--- config.mk ---
export PLATFORM = sky130hd
export DESIGN_NAME = core_local_interruptor
export DESIGN_NICKNAME = d
export VERILOG_FILES = /design/src/hdl/clint_pkg.sv /design/src/hdl/core_local_interruptor.sv /design/src/hdl/clint_front.sv /design/src/hdl/clint_queue.sv /design/src/hdl/clint_back.sv
export SDC_FILE = /design/constraint.sdc
export NUM_CORES = 1
export LEC_CHECK = 0
export ABC_CLOCK_PERIOD_IN_PS = 9400
export BUFFER_PORTS_ARGS = -buffer_cell sky130_fd_sc_hd__clkbuf_2
export CORE_UTILIZATION = 49
export DETAILED_ROUTE_END_ITERATION = 8
export PLACE_DENSITY_LB_ADDON = 0.25
export SYNTH_ARGS = -nofsm -noshare
export SYNTH_HDL_FRONTEND = slang
export SYNTH_HIERARCHICAL = 1
export SYNTH_SLANG_ARGS = --single-unit
--- constraint.sdc ---
create_clock -name clk_i -period 9.4 [get_ports clk_i]
set_clock_uncertainty 0.1 [all_clocks]
set_input_delay 0.47 -clock clk_i [delete_from_list [all_inputs] [get_ports clk_i]]
set_output_delay 0.47 -clock clk_i [all_outputs]
set_load 0.02 [all_outputs]
--- src/hdl/clint_pkg.sv ---
// shared types and constants of the core-local interruptor
`default_nettype none

package clint_pkg;

  localparam int unsigned HART_IDX_W = 12;
  localparam int unsigned CFG_IDX_W  = 1;
  localparam int unsigned CFG_DATA_W = 2;

  localparam logic [15:0] MSIP_END     = 16'h4000;
  localparam logic [15:0] MTIME_ADDR   = 16'hBFF8;
  localparam logic [15:0] MAP_END      = 16'hC000;
  localparam logic [12:0] CMP_ROW_BASE = 13'h0800;

  localparam logic [CFG_IDX_W-1:0] CFG_CUR_HART = 1'b0;
  localparam logic [CFG_IDX_W-1:0] CFG_STD_MODE = 1'b1;

  typedef enum logic [1:0] {
    OP_READ     = 2'd0,
    OP_WRITE    = 2'd1,
    OP_SET_TIME = 2'd2,
    OP_NONE     = 2'd3
  } op_e;

  typedef enum logic [2:0] {
    K_NOP,
    K_SOFT_RD,
    K_SOFT_WR,
    K_CMP_RD,
    K_CMP_WR,
    K_TIME_RD,
    K_TIME_WR
  } kind_e;

  typedef struct packed {
    kind_e                  kind;
    logic [HART_IDX_W-1:0]  hart;
    logic                   is_cur;
    logic [7:0]             lanes;
    logic [2:0]             start;
    logic [63:0]            data;
  } cmd_t;

  typedef struct packed {
    logic [1:0] cur_hart;
    logic       std_mode;
    logic       cur_ok;
    logic       reload;
  } ctl_t;

endpackage

`default_nettype wire

--- src/hdl/core_local_interruptor.sv ---
// top level of the core-local interruptor
//
// input channel (in_valid_i/in_ready_o): one bus read, bus write or mtime set per
// transaction; output channel (out_valid_o/out_ready_i): one result per transaction,
// in order. configuration writes through cfg_we_i/cfg_idx_i/cfg_data_i take effect
// at once; a current_hart write reloads the compare shadow when that hart exists.
// an mtime or unmapped access passes through the queue and the result register;
// an msip or mtimecmp access also reads the per-hart register memory in between.
// throughput: one transaction per cycle for mtime and unmapped accesses while the
// result is not stalled; an msip or mtimecmp access must finish its read, and for a
// write its write, of the single-port per-hart register memory before the next one.
// a two-entry queue sits between decode and execute, and the result register
// lets the next transaction enter while a result waits.
// after reset a clearing pass over all harts presets every mtimecmp to all
// ones and every msip to zero; in_ready_o stays low until it ends.
// when out_ready_i is low the result holds and the queue fills, then in_ready_o drops.
`default_nettype none

module core_local_interruptor #(
  parameter int unsigned NUM_HARTS = 4
) (
  input  wire logic                             clk_i,
  input  wire logic                             rst_ni,
  input  wire logic                             cfg_we_i,
  input  wire logic [clint_pkg::CFG_IDX_W-1:0]  cfg_idx_i,
  input  wire logic [clint_pkg::CFG_DATA_W-1:0] cfg_data_i,
  input  wire logic                             in_valid_i,
  output logic                                  in_ready_o,
  input  wire logic [1:0]                       op_i,
  input  wire logic [15:0]                      offset_i,
  input  wire logic [3:0]                       size_i,
  input  wire logic [63:0]                      write_data_i,
  output logic                                  out_valid_o,
  input  wire logic                             out_ready_i,
  output logic [63:0]                           read_data_o,
  output logic                                  soft_update_o,
  output logic                                  soft_pending_o,
  output logic                                  timer_update_o,
  output logic                                  timer_pending_o
);
  import clint_pkg::*;

  logic [1:0] cur_hart_q;
  logic       std_mode_q;
  ctl_t       ctl;
  cmd_t       front_cmd;
  cmd_t       queue_cmd;
  logic       push;
  logic       pop;
  logic       queue_full;
  logic       queue_empty;
  logic       clearing;

  always_ff @(posedge clk_i or negedge rst_ni) begin
    if (!rst_ni) begin
      cur_hart_q <= 2'd0;
      std_mode_q <= 1'b1;
    end else if (cfg_we_i) begin
      unique case (cfg_idx_i)
        CFG_CUR_HART: cur_hart_q <= cfg_data_i[1:0];
        CFG_STD_MODE: std_mode_q <= cfg_data_i[0];
      endcase
    end
  end

  assign ctl.cur_hart = cur_hart_q;
  assign ctl.std_mode = std_mode_q;
  assign ctl.cur_ok   = HART_IDX_W'(cur_hart_q) < HART_IDX_W'(NUM_HARTS);
  assign ctl.reload   = cfg_we_i && (cfg_idx_i == CFG_CUR_HART);

  clint_front #(
    .NUM_HARTS (NUM_HARTS)
  ) u_front (
    .in_valid_i   (in_valid_i),
    .in_ready_o   (in_ready_o),
    .op_i         (op_i),
    .offset_i     (offset_i),
    .size_i       (size_i),
    .write_data_i (write_data_i),
    .cur_hart_i   (cur_hart_q),
    .queue_full_i (queue_full),
    .block_i      (clearing || cfg_we_i),
    .push_o       (push),
    .cmd_o        (front_cmd)
  );

  clint_queue u_queue (
    .clk_i   (clk_i),
    .rst_ni  (rst_ni),
    .push_i  (push),
    .data_i  (front_cmd),
    .pop_i   (pop),
    .data_o  (queue_cmd),
    .full_o  (queue_full),
    .empty_o (queue_empty)
  );

  clint_back #(
    .NUM_HARTS (NUM_HARTS)
  ) u_back (
    .clk_i           (clk_i),
    .rst_ni          (rst_ni),
    .ctl_i           (ctl),
    .cmd_i           (queue_cmd),
    .cmd_valid_i     (!queue_empty),
    .pop_o           (pop),
    .clearing_o      (clearing),
    .out_valid_o     (out_valid_o),
    .out_ready_i     (out_ready_i),
    .read_data_o     (read_data_o),
    .soft_update_o   (soft_update_o),
    .soft_pending_o  (soft_pending_o),
    .timer_update_o  (timer_update_o),
    .timer_pending_o (timer_pending_o)
  );

endmodule

`default_nettype wire

--- src/hdl/clint_front.sv ---
// request decode: classifies each access and aligns its write bytes
`default_nettype none

module clint_front #(
  parameter int unsigned NUM_HARTS = 4
) (
  input  wire logic                  in_valid_i,
  output logic                       in_ready_o,
  input  wire logic [1:0]            op_i,
  input  wire logic [15:0]           offset_i,
  input  wire logic [3:0]            size_i,
  input  wire logic [63:0]           write_data_i,
  input  wire logic [1:0]            cur_hart_i,
  input  wire logic                  queue_full_i,
  input  wire logic                  block_i,
  output logic                       push_o,
  output clint_pkg::cmd_t            cmd_o
);
  import clint_pkg::*;

  assign in_ready_o = !queue_full_i && !block_i;
  assign push_o     = in_valid_i && in_ready_o;

  always_comb begin
    logic [12:0]           cmp_row;
    logic [HART_IDX_W-1:0] hart;
    logic [2:0]            start;
    logic [3:0]            reg_bytes;
    logic                  in_range;
    logic                  mapped;
    logic [7:0]            lanes;
    kind_e                 rd_kind;
    kind_e                 wr_kind;

    cmp_row   = offset_i[15:3] - CMP_ROW_BASE;
    hart      = '0;
    start     = offset_i[2:0];
    reg_bytes = 4'd8;
    in_range  = 1'b1;
    mapped    = 1'b1;
    rd_kind   = K_NOP;
    wr_kind   = K_NOP;

    if (offset_i < MSIP_END) begin
      hart      = offset_i[13:2];
      start     = {1'b0, offset_i[1:0]};
      reg_bytes = 4'd4;
      in_range  = hart < HART_IDX_W'(NUM_HARTS);
      rd_kind   = K_SOFT_RD;
      wr_kind   = K_SOFT_WR;
    end else if (offset_i < MTIME_ADDR) begin
      hart      = cmp_row[HART_IDX_W-1:0];
      in_range  = hart < HART_IDX_W'(NUM_HARTS);
      rd_kind   = K_CMP_RD;
      wr_kind   = K_CMP_WR;
    end else if (offset_i < MAP_END) begin
      rd_kind   = K_TIME_RD;
      wr_kind   = K_TIME_WR;
    end else begin
      mapped    = 1'b0;
    end

    for (int i = 0; i < 8; i++) begin
      lanes[i] = (3'(i) >= start) && (4'(i) < reg_bytes)
                 && ((4'(i) - {1'b0, start}) < size_i);
    end

    cmd_o.kind = K_NOP;
    unique case (op_e'(op_i))
      OP_READ: begin
        if (mapped && in_range) begin
          cmd_o.kind = rd_kind;
        end
      end
      OP_WRITE: begin
        if (mapped && in_range) begin
          cmd_o.kind = wr_kind;
        end
      end
      OP_SET_TIME: begin
        cmd_o.kind = K_TIME_WR;
        lanes      = 8'hFF;
        start      = 3'd0;
      end
      OP_NONE: begin
        cmd_o.kind = K_NOP;
      end
    endcase

    cmd_o.hart   = hart;
    cmd_o.is_cur = hart == HART_IDX_W'(cur_hart_i);
    cmd_o.lanes  = lanes;
    cmd_o.start  = start;
    cmd_o.data   = write_data_i << {start, 3'b000};
  end

endmodule

`default_nettype wire

--- src/hdl/clint_queue.sv ---
// two-entry command queue between decode and execute
`default_nettype none

module clint_queue (
  input  wire logic            clk_i,
  input  wire logic            rst_ni,
  input  wire logic            push_i,
  input  wire clint_pkg::cmd_t data_i,
  input  wire logic            pop_i,
  output clint_pkg::cmd_t      data_o,
  output logic                 full_o,
  output logic                 empty_o
);
  import clint_pkg::*;

  cmd_t       entries_q [2];
  logic       wr_ptr_q;
  logic       rd_ptr_q;
  logic [1:0] count_q;

  assign full_o  = count_q == 2'd2;
  assign empty_o = count_q == 2'd0;
  assign data_o  = entries_q[rd_ptr_q];

  always_ff @(posedge clk_i) begin
    if (push_i) begin
      entries_q[wr_ptr_q] <= data_i;
    end
  end

  always_ff @(posedge clk_i or negedge rst_ni) begin
    if (!rst_ni) begin
      wr_ptr_q <= 1'b0;
      rd_ptr_q <= 1'b0;
      count_q  <= 2'd0;
    end else begin
      if (push_i) begin
        wr_ptr_q <= !wr_ptr_q;
      end
      if (pop_i) begin
        rd_ptr_q <= !rd_ptr_q;
      end
      count_q <= count_q + {1'b0, push_i} - {1'b0, pop_i};
    end
  end

  a_no_push_when_full: assert property (@(posedge clk_i) disable iff (!rst_ni)
    full_o |-> !push_i) else $error("push into full queue");

  a_no_pop_when_empty: assert property (@(posedge clk_i) disable iff (!rst_ni)
    empty_o |-> !pop_i) else $error("pop from empty queue");

endmodule

`default_nettype wire

--- src/hdl/clint_back.sv ---
// execute unit: register file, mtime, compare shadow and result register
`default_nettype none

module clint_back #(
  parameter int unsigned NUM_HARTS = 4
) (
  input  wire logic            clk_i,
  input  wire logic            rst_ni,
  input  wire clint_pkg::ctl_t ctl_i,
  input  wire clint_pkg::cmd_t cmd_i,
  input  wire logic            cmd_valid_i,
  output logic                 pop_o,
  output logic                 clearing_o,
  output logic                 out_valid_o,
  input  wire logic            out_ready_i,
  output logic [63:0]          read_data_o,
  output logic                 soft_update_o,
  output logic                 soft_pending_o,
  output logic                 timer_update_o,
  output logic                 timer_pending_o
);
  import clint_pkg::*;

  localparam int unsigned HART_W = (NUM_HARTS > 1) ? $clog2(NUM_HARTS) : 1;
  localparam logic [HART_W-1:0] LAST_HART = HART_W'(NUM_HARTS - 1);

  typedef enum logic [1:0] {
    ST_CLEAR,
    ST_IDLE,
    ST_ACCESS,
    ST_RELOAD
  } state_e;

  function automatic logic [63:0] lane_bits(input logic [7:0] lanes);
    logic [63:0] m;
    for (int i = 0; i < 8; i++) begin
      m[8*i +: 8] = {8{lanes[i]}};
    end
    return m;
  endfunction

  function automatic logic is_mem(input kind_e kind);
    return (kind == K_SOFT_RD) || (kind == K_SOFT_WR)
           || (kind == K_CMP_RD) || (kind == K_CMP_WR);
  endfunction

  // bit 64 holds msip, bits 63:0 hold mtimecmp
  logic [64:0]       regs_q [NUM_HARTS];
  logic [64:0]       rdata_q;

  state_e            state_q, state_d;
  logic [HART_W-1:0] clr_idx_q, clr_idx_d;
  logic              reload_q, reload_d;
  logic [63:0]       time_q, time_d;
  logic [63:0]       shadow_q, shadow_d;
  cmd_t              acc_q, acc_d;
  logic              out_valid_q;
  logic [63:0]       read_data_q;
  logic              soft_update_q, soft_pending_q;
  logic              timer_update_q, timer_pending_q;

  logic              mem_re, mem_we;
  logic [HART_W-1:0] mem_raddr, mem_waddr;
  logic [64:0]       mem_wdata;
  logic              load;
  logic [63:0]       res_rd;
  logic              res_su, res_sp, res_tu, res_tp;
  logic              out_free;

  assign out_free   = !out_valid_q || out_ready_i;
  assign clearing_o = state_q == ST_CLEAR;

  always_comb begin
    logic [63:0] m_cmd;
    logic [63:0] m_acc;
    logic [63:0] time_new;
    logic [63:0] cmp_new;
    logic        soft_new;

    m_cmd    = lane_bits(cmd_i.lanes);
    m_acc    = lane_bits(acc_q.lanes);
    time_new = (time_q & ~m_cmd) | (cmd_i.data & m_cmd);
    cmp_new  = (rdata_q[63:0] & ~m_acc) | (acc_q.data & m_acc);
    soft_new = acc_q.lanes[0] ? acc_q.data[0] : rdata_q[64];

    state_d   = state_q;
    clr_idx_d = clr_idx_q;
    reload_d  = reload_q || ctl_i.reload;
    time_d    = time_q;
    shadow_d  = shadow_q;
    acc_d     = acc_q;
    pop_o     = 1'b0;
    mem_re    = 1'b0;
    mem_raddr = cmd_i.hart[HART_W-1:0];
    mem_we    = 1'b0;
    mem_waddr = acc_q.hart[HART_W-1:0];
    mem_wdata = rdata_q;
    load      = 1'b0;
    res_rd    = '0;
    res_su    = 1'b0;
    res_sp    = 1'b0;
    res_tu    = 1'b0;
    res_tp    = 1'b0;

    unique case (state_q)
      ST_CLEAR: begin
        mem_we    = 1'b1;
        mem_waddr = clr_idx_q;
        mem_wdata = {1'b0, {64{1'b1}}};
        if (clr_idx_q == LAST_HART) begin
          state_d = ST_IDLE;
        end else begin
          clr_idx_d = clr_idx_q + 1'b1;
        end
      end
      ST_IDLE: begin
        if (reload_q) begin
          if (ctl_i.cur_ok) begin
            mem_re    = 1'b1;
            mem_raddr = HART_W'(ctl_i.cur_hart);
            state_d   = ST_RELOAD;
          end else begin
            reload_d = ctl_i.reload;
          end
        end else if (cmd_valid_i) begin
          if (is_mem(cmd_i.kind)) begin
            pop_o   = 1'b1;
            mem_re  = 1'b1;
            acc_d   = cmd_i;
            state_d = ST_ACCESS;
          end else if (out_free) begin
            pop_o = 1'b1;
            load  = 1'b1;
            unique case (cmd_i.kind)
              K_TIME_RD: begin
                res_rd = (time_q & m_cmd) >> {cmd_i.start, 3'b000};
              end
              K_TIME_WR: begin
                time_d = time_new;
                res_tu = ctl_i.cur_ok;
                res_tp = ctl_i.cur_ok && (time_new >= shadow_q);
              end
              default: begin
                res_rd = '0;
              end
            endcase
          end
        end
      end
      ST_ACCESS: begin
        if (out_free) begin
          load    = 1'b1;
          state_d = ST_IDLE;
          unique case (acc_q.kind)
            K_SOFT_RD: begin
              res_rd = {63'd0, acc_q.lanes[0] && rdata_q[64]};
            end
            K_SOFT_WR: begin
              mem_we    = 1'b1;
              mem_wdata = {soft_new, rdata_q[63:0]};
              res_su    = acc_q.is_cur;
              res_sp    = acc_q.is_cur && soft_new;
            end
            K_CMP_RD: begin
              res_rd = (rdata_q[63:0] & m_acc) >> {acc_q.start, 3'b000};
            end
            K_CMP_WR: begin
              mem_we    = 1'b1;
              mem_wdata = {rdata_q[64], cmp_new};
              if (acc_q.is_cur) begin
                shadow_d = cmp_new;
                res_tu   = 1'b1;
                res_tp   = ctl_i.std_mode && (time_q >= cmp_new);
              end
            end
            default: begin
              res_rd = '0;
            end
          endcase
        end
      end
      ST_RELOAD: begin
        shadow_d = rdata_q[63:0];
        reload_d = ctl_i.reload;
        state_d  = ST_IDLE;
      end
    endcase
  end

  always_ff @(posedge clk_i) begin
    if (mem_we) begin
      regs_q[mem_waddr] <= mem_wdata;
    end
    if (mem_re) begin
      rdata_q <= regs_q[mem_raddr];
    end
  end

  always_ff @(posedge clk_i) begin
    acc_q <= acc_d;
  end

  always_ff @(posedge clk_i or negedge rst_ni) begin
    if (!rst_ni) begin
      state_q         <= ST_CLEAR;
      clr_idx_q       <= '0;
      reload_q        <= 1'b0;
      time_q          <= '0;
      shadow_q        <= '1;
      out_valid_q     <= 1'b0;
      read_data_q     <= '0;
      soft_update_q   <= 1'b0;
      soft_pending_q  <= 1'b0;
      timer_update_q  <= 1'b0;
      timer_pending_q <= 1'b0;
    end else begin
      state_q     <= state_d;
      clr_idx_q   <= clr_idx_d;
      reload_q    <= reload_d;
      time_q      <= time_d;
      shadow_q    <= shadow_d;
      out_valid_q <= load || (out_valid_q && !out_ready_i);
      if (load) begin
        read_data_q     <= res_rd;
        soft_update_q   <= res_su;
        soft_pending_q  <= res_sp;
        timer_update_q  <= res_tu;
        timer_pending_q <= res_tp;
      end
    end
  end

  assign out_valid_o     = out_valid_q;
  assign read_data_o     = read_data_q;
  assign soft_update_o   = soft_update_q;
  assign soft_pending_o  = soft_pending_q;
  assign timer_update_o  = timer_update_q;
  assign timer_pending_o = timer_pending_q;

  a_access_holds_on_stall: assert property (@(posedge clk_i) disable iff (!rst_ni)
    (state_q == ST_ACCESS && out_valid_q && !out_ready_i) |=> state_q == ST_ACCESS)
    else $error("register access left while result slot busy");

  a_reload_after_request: assert property (@(posedge clk_i) disable iff (!rst_ni)
    state_q == ST_RELOAD |-> $past(state_q) == ST_IDLE && $past(reload_q))
    else $error("shadow reload without request");

  a_clear_ends: assert property (@(posedge clk_i) disable iff (!rst_ni)
    (state_q == ST_CLEAR && clr_idx_q == LAST_HART) |=> state_q == ST_IDLE)
    else $error("clearing pass did not finish");

endmodule

`default_nettype wire
==> results.yml <==
synthesis:
  syn_area_per_cell_um2: 12.3
  yosysWarnings: 6
  synthesis.instances: 3302
  syn-cell-area_mm2: 0.0407
finish:
  diodes: 0
  final_nets: 3638
  register_area_mm2: 0.0224
  utilization_pct: 55.0
  drive_above_1_share_pct: 21.5
  layout_commonest_cell: "edfxtp_1"
  area_growth_pct: 11.0
  final_cell_mix: "edfxtp_1, nand2_1, o21ai_0"
  fill_cells: 6787
  multi_input_area_mm2: 0.0170
  final_area_mm2: 0.0452
  stdcell_count: 4513
floorplanning:
  num_rows: 105
  die_w_um: 290
  die_h_um: 290
  coreArea_mm2: 0.0821
  die_area_mm2: 0.0842
  start_util_pct: 49.6
  num_io_pins: 164
drt:
  vias: 28200
  ant_nets: 0
  drt_iter0_drc: 2999
  wl_per_cell_um: 26.8
  routed_wl_um: 121000
  drc: 0
  via_per_inst: 6.26
  drtPass1Iterations: 8
global_routing:
  grt_max_degree: 127
  antenna_found_initial: 4
  grt_pass1_wl_um: 178000
  grt_overflow: 0
  grt_pass1_vias: 26600
  grt_use_total_pct: 28.4
worst_setup_path:
  timing.critical_path.cells: "buf_4 > mux2_4 > mux2_2 > ha_1 > a21oi_1 > o21ai_0 > a221o_1 > o311ai_0 > a2111oi_2 > nor2_1 > o21ai_0"
  rrSetupSlack_ps: 4550
  start_kind: "register"
  crit_top_cell: "o21ai_0"
  cp_num_cells: 11
  slowest_delay_ps: 970
  critical_path_buf_inv_count: 1
  reg2regPathDepth: 11
  slowest_stage: "dfrtp_4"
  cp_top_family: "compound AO/OA/AOI/OAI gates"
  critical_path.max_fanout: 47
  arrival_ps: 5250
  end_kind: "register"
  crit_required_ps: 9800
  crit_type: "reg -> reg"
sta:
  rsz0062_at_grt: "false"
  final.setup.tns_ps: 0
  fmax_mhz: 206
  slew_violations: 0
  timing.final.hold_violations: 0
  relSlewSlack_pct: 28.6
  min_period_ps: 4850
  tightest_slew_ps: 1070
  fin_ws_ps: 4550
  finalCritPeriodShare_pct: 51.6
  setup_viol: 0
  holdWs_ps: 97.2
min_path:
  hold_path.class: "in -> reg"
  min_path_cells: 3
cts:
  clock_sinks: 777
  cts_setup_buffers: 0
  cts_tree: "done"
  cts_resized: 0
  clk_path_buf_depth: 3
  cts_root_buf: "clkbuf_16"
  cts_buffers: 81
  cts_max_level: 3
  clk_latency_ps: 640
  postCtsHoldBufs: 3
  cts.clk_slew.worst_paths_ps: 60
place:
  hpwl_um: 85400
  dp_slack_ps: 4480
  dp.cells: 4359
  portBuffers: 163
  place_congestion: 0.995
  place_area_mm2: 0.0423
run:
  cap_viol_max_count: 0
outcome:
  run_status: "finished clean"
power_and_ir_drop:
  totalPowerFinal_mw: 14.8
  leakagePower_nw: 17.8
  ir_drop_v: 0.000190
  power.density_mw_per_mm2: 327
-- final timing paths --
path | from | end
max | u_queue/rd_ptr_q | u_back/timer_pending_o
min | cfg_idx_i | u_back/reload_q
max reg2reg | u_queue/rd_ptr_q | u_back/timer_pending_o
min reg2reg | u_back/shadow_q[62] | u_back/shadow_q[62]
max in group asynchronous | rst_ni | u_back/time_q[54]
min in group asynchronous | rst_ni | u_back/soft_pending_o
-- state kept, by name, indices dropped and copies added, names as in the netlist, 2 cells and up --
signal and cells:
u_back/regs_q 260, u_back/rdata_q 65, u_queue/entries_q 162, u_back/state_q 2, u_back/read_data_o 64, u_back/acc_q 81
u_back/time_q 64, u_back/clr_idx_q 2, cur_hart_q 2, u_queue/count_q 2, u_back/shadow_q 64
-- worst reg2reg max path, stage by stage, from the launching register on --
cell       delay, ps
dfrtp_4          970
buf_4            810
mux2_4           380
mux2_2           280
ha_1             310
a21oi_1          140
o21ai_0          100
a221o_1          350
o311ai_0         860
a2111oi_2        190
nor2_1           130
o21ai_0          100
-- cell type report --
type,count,area share (%)
clock buffer,103,4.81
clock inverter,48,1.49
inverter,108,0.911
multi-input combinational,2200,37.7
sequential,777,49.5
tap,1070,2.96
timing repair buffer,207,2.60
-- metal layers --
layer / up-vias / part of all wire (%) / track usage [%] / routed length, um
met5: - / 0.029 / 0 / 35
met4: 4 / 3.6 / 9.85 / 4350
met3: 237 / 9.7 / 6.21 / 11700
li1: 12700 / - / - / -
met1: 13900 / 44 / 42.7 / 53800
met2: 1413 / 42 / 40.6 / 51000
-- where the power goes --
part | internal, mW | switching, mW
sequential | 4.99 | 0.933
combinational | 2.09 | 3.36
clock | 2.04 | 1.37
Note: power is estimated with default switching activity, not from simulation.
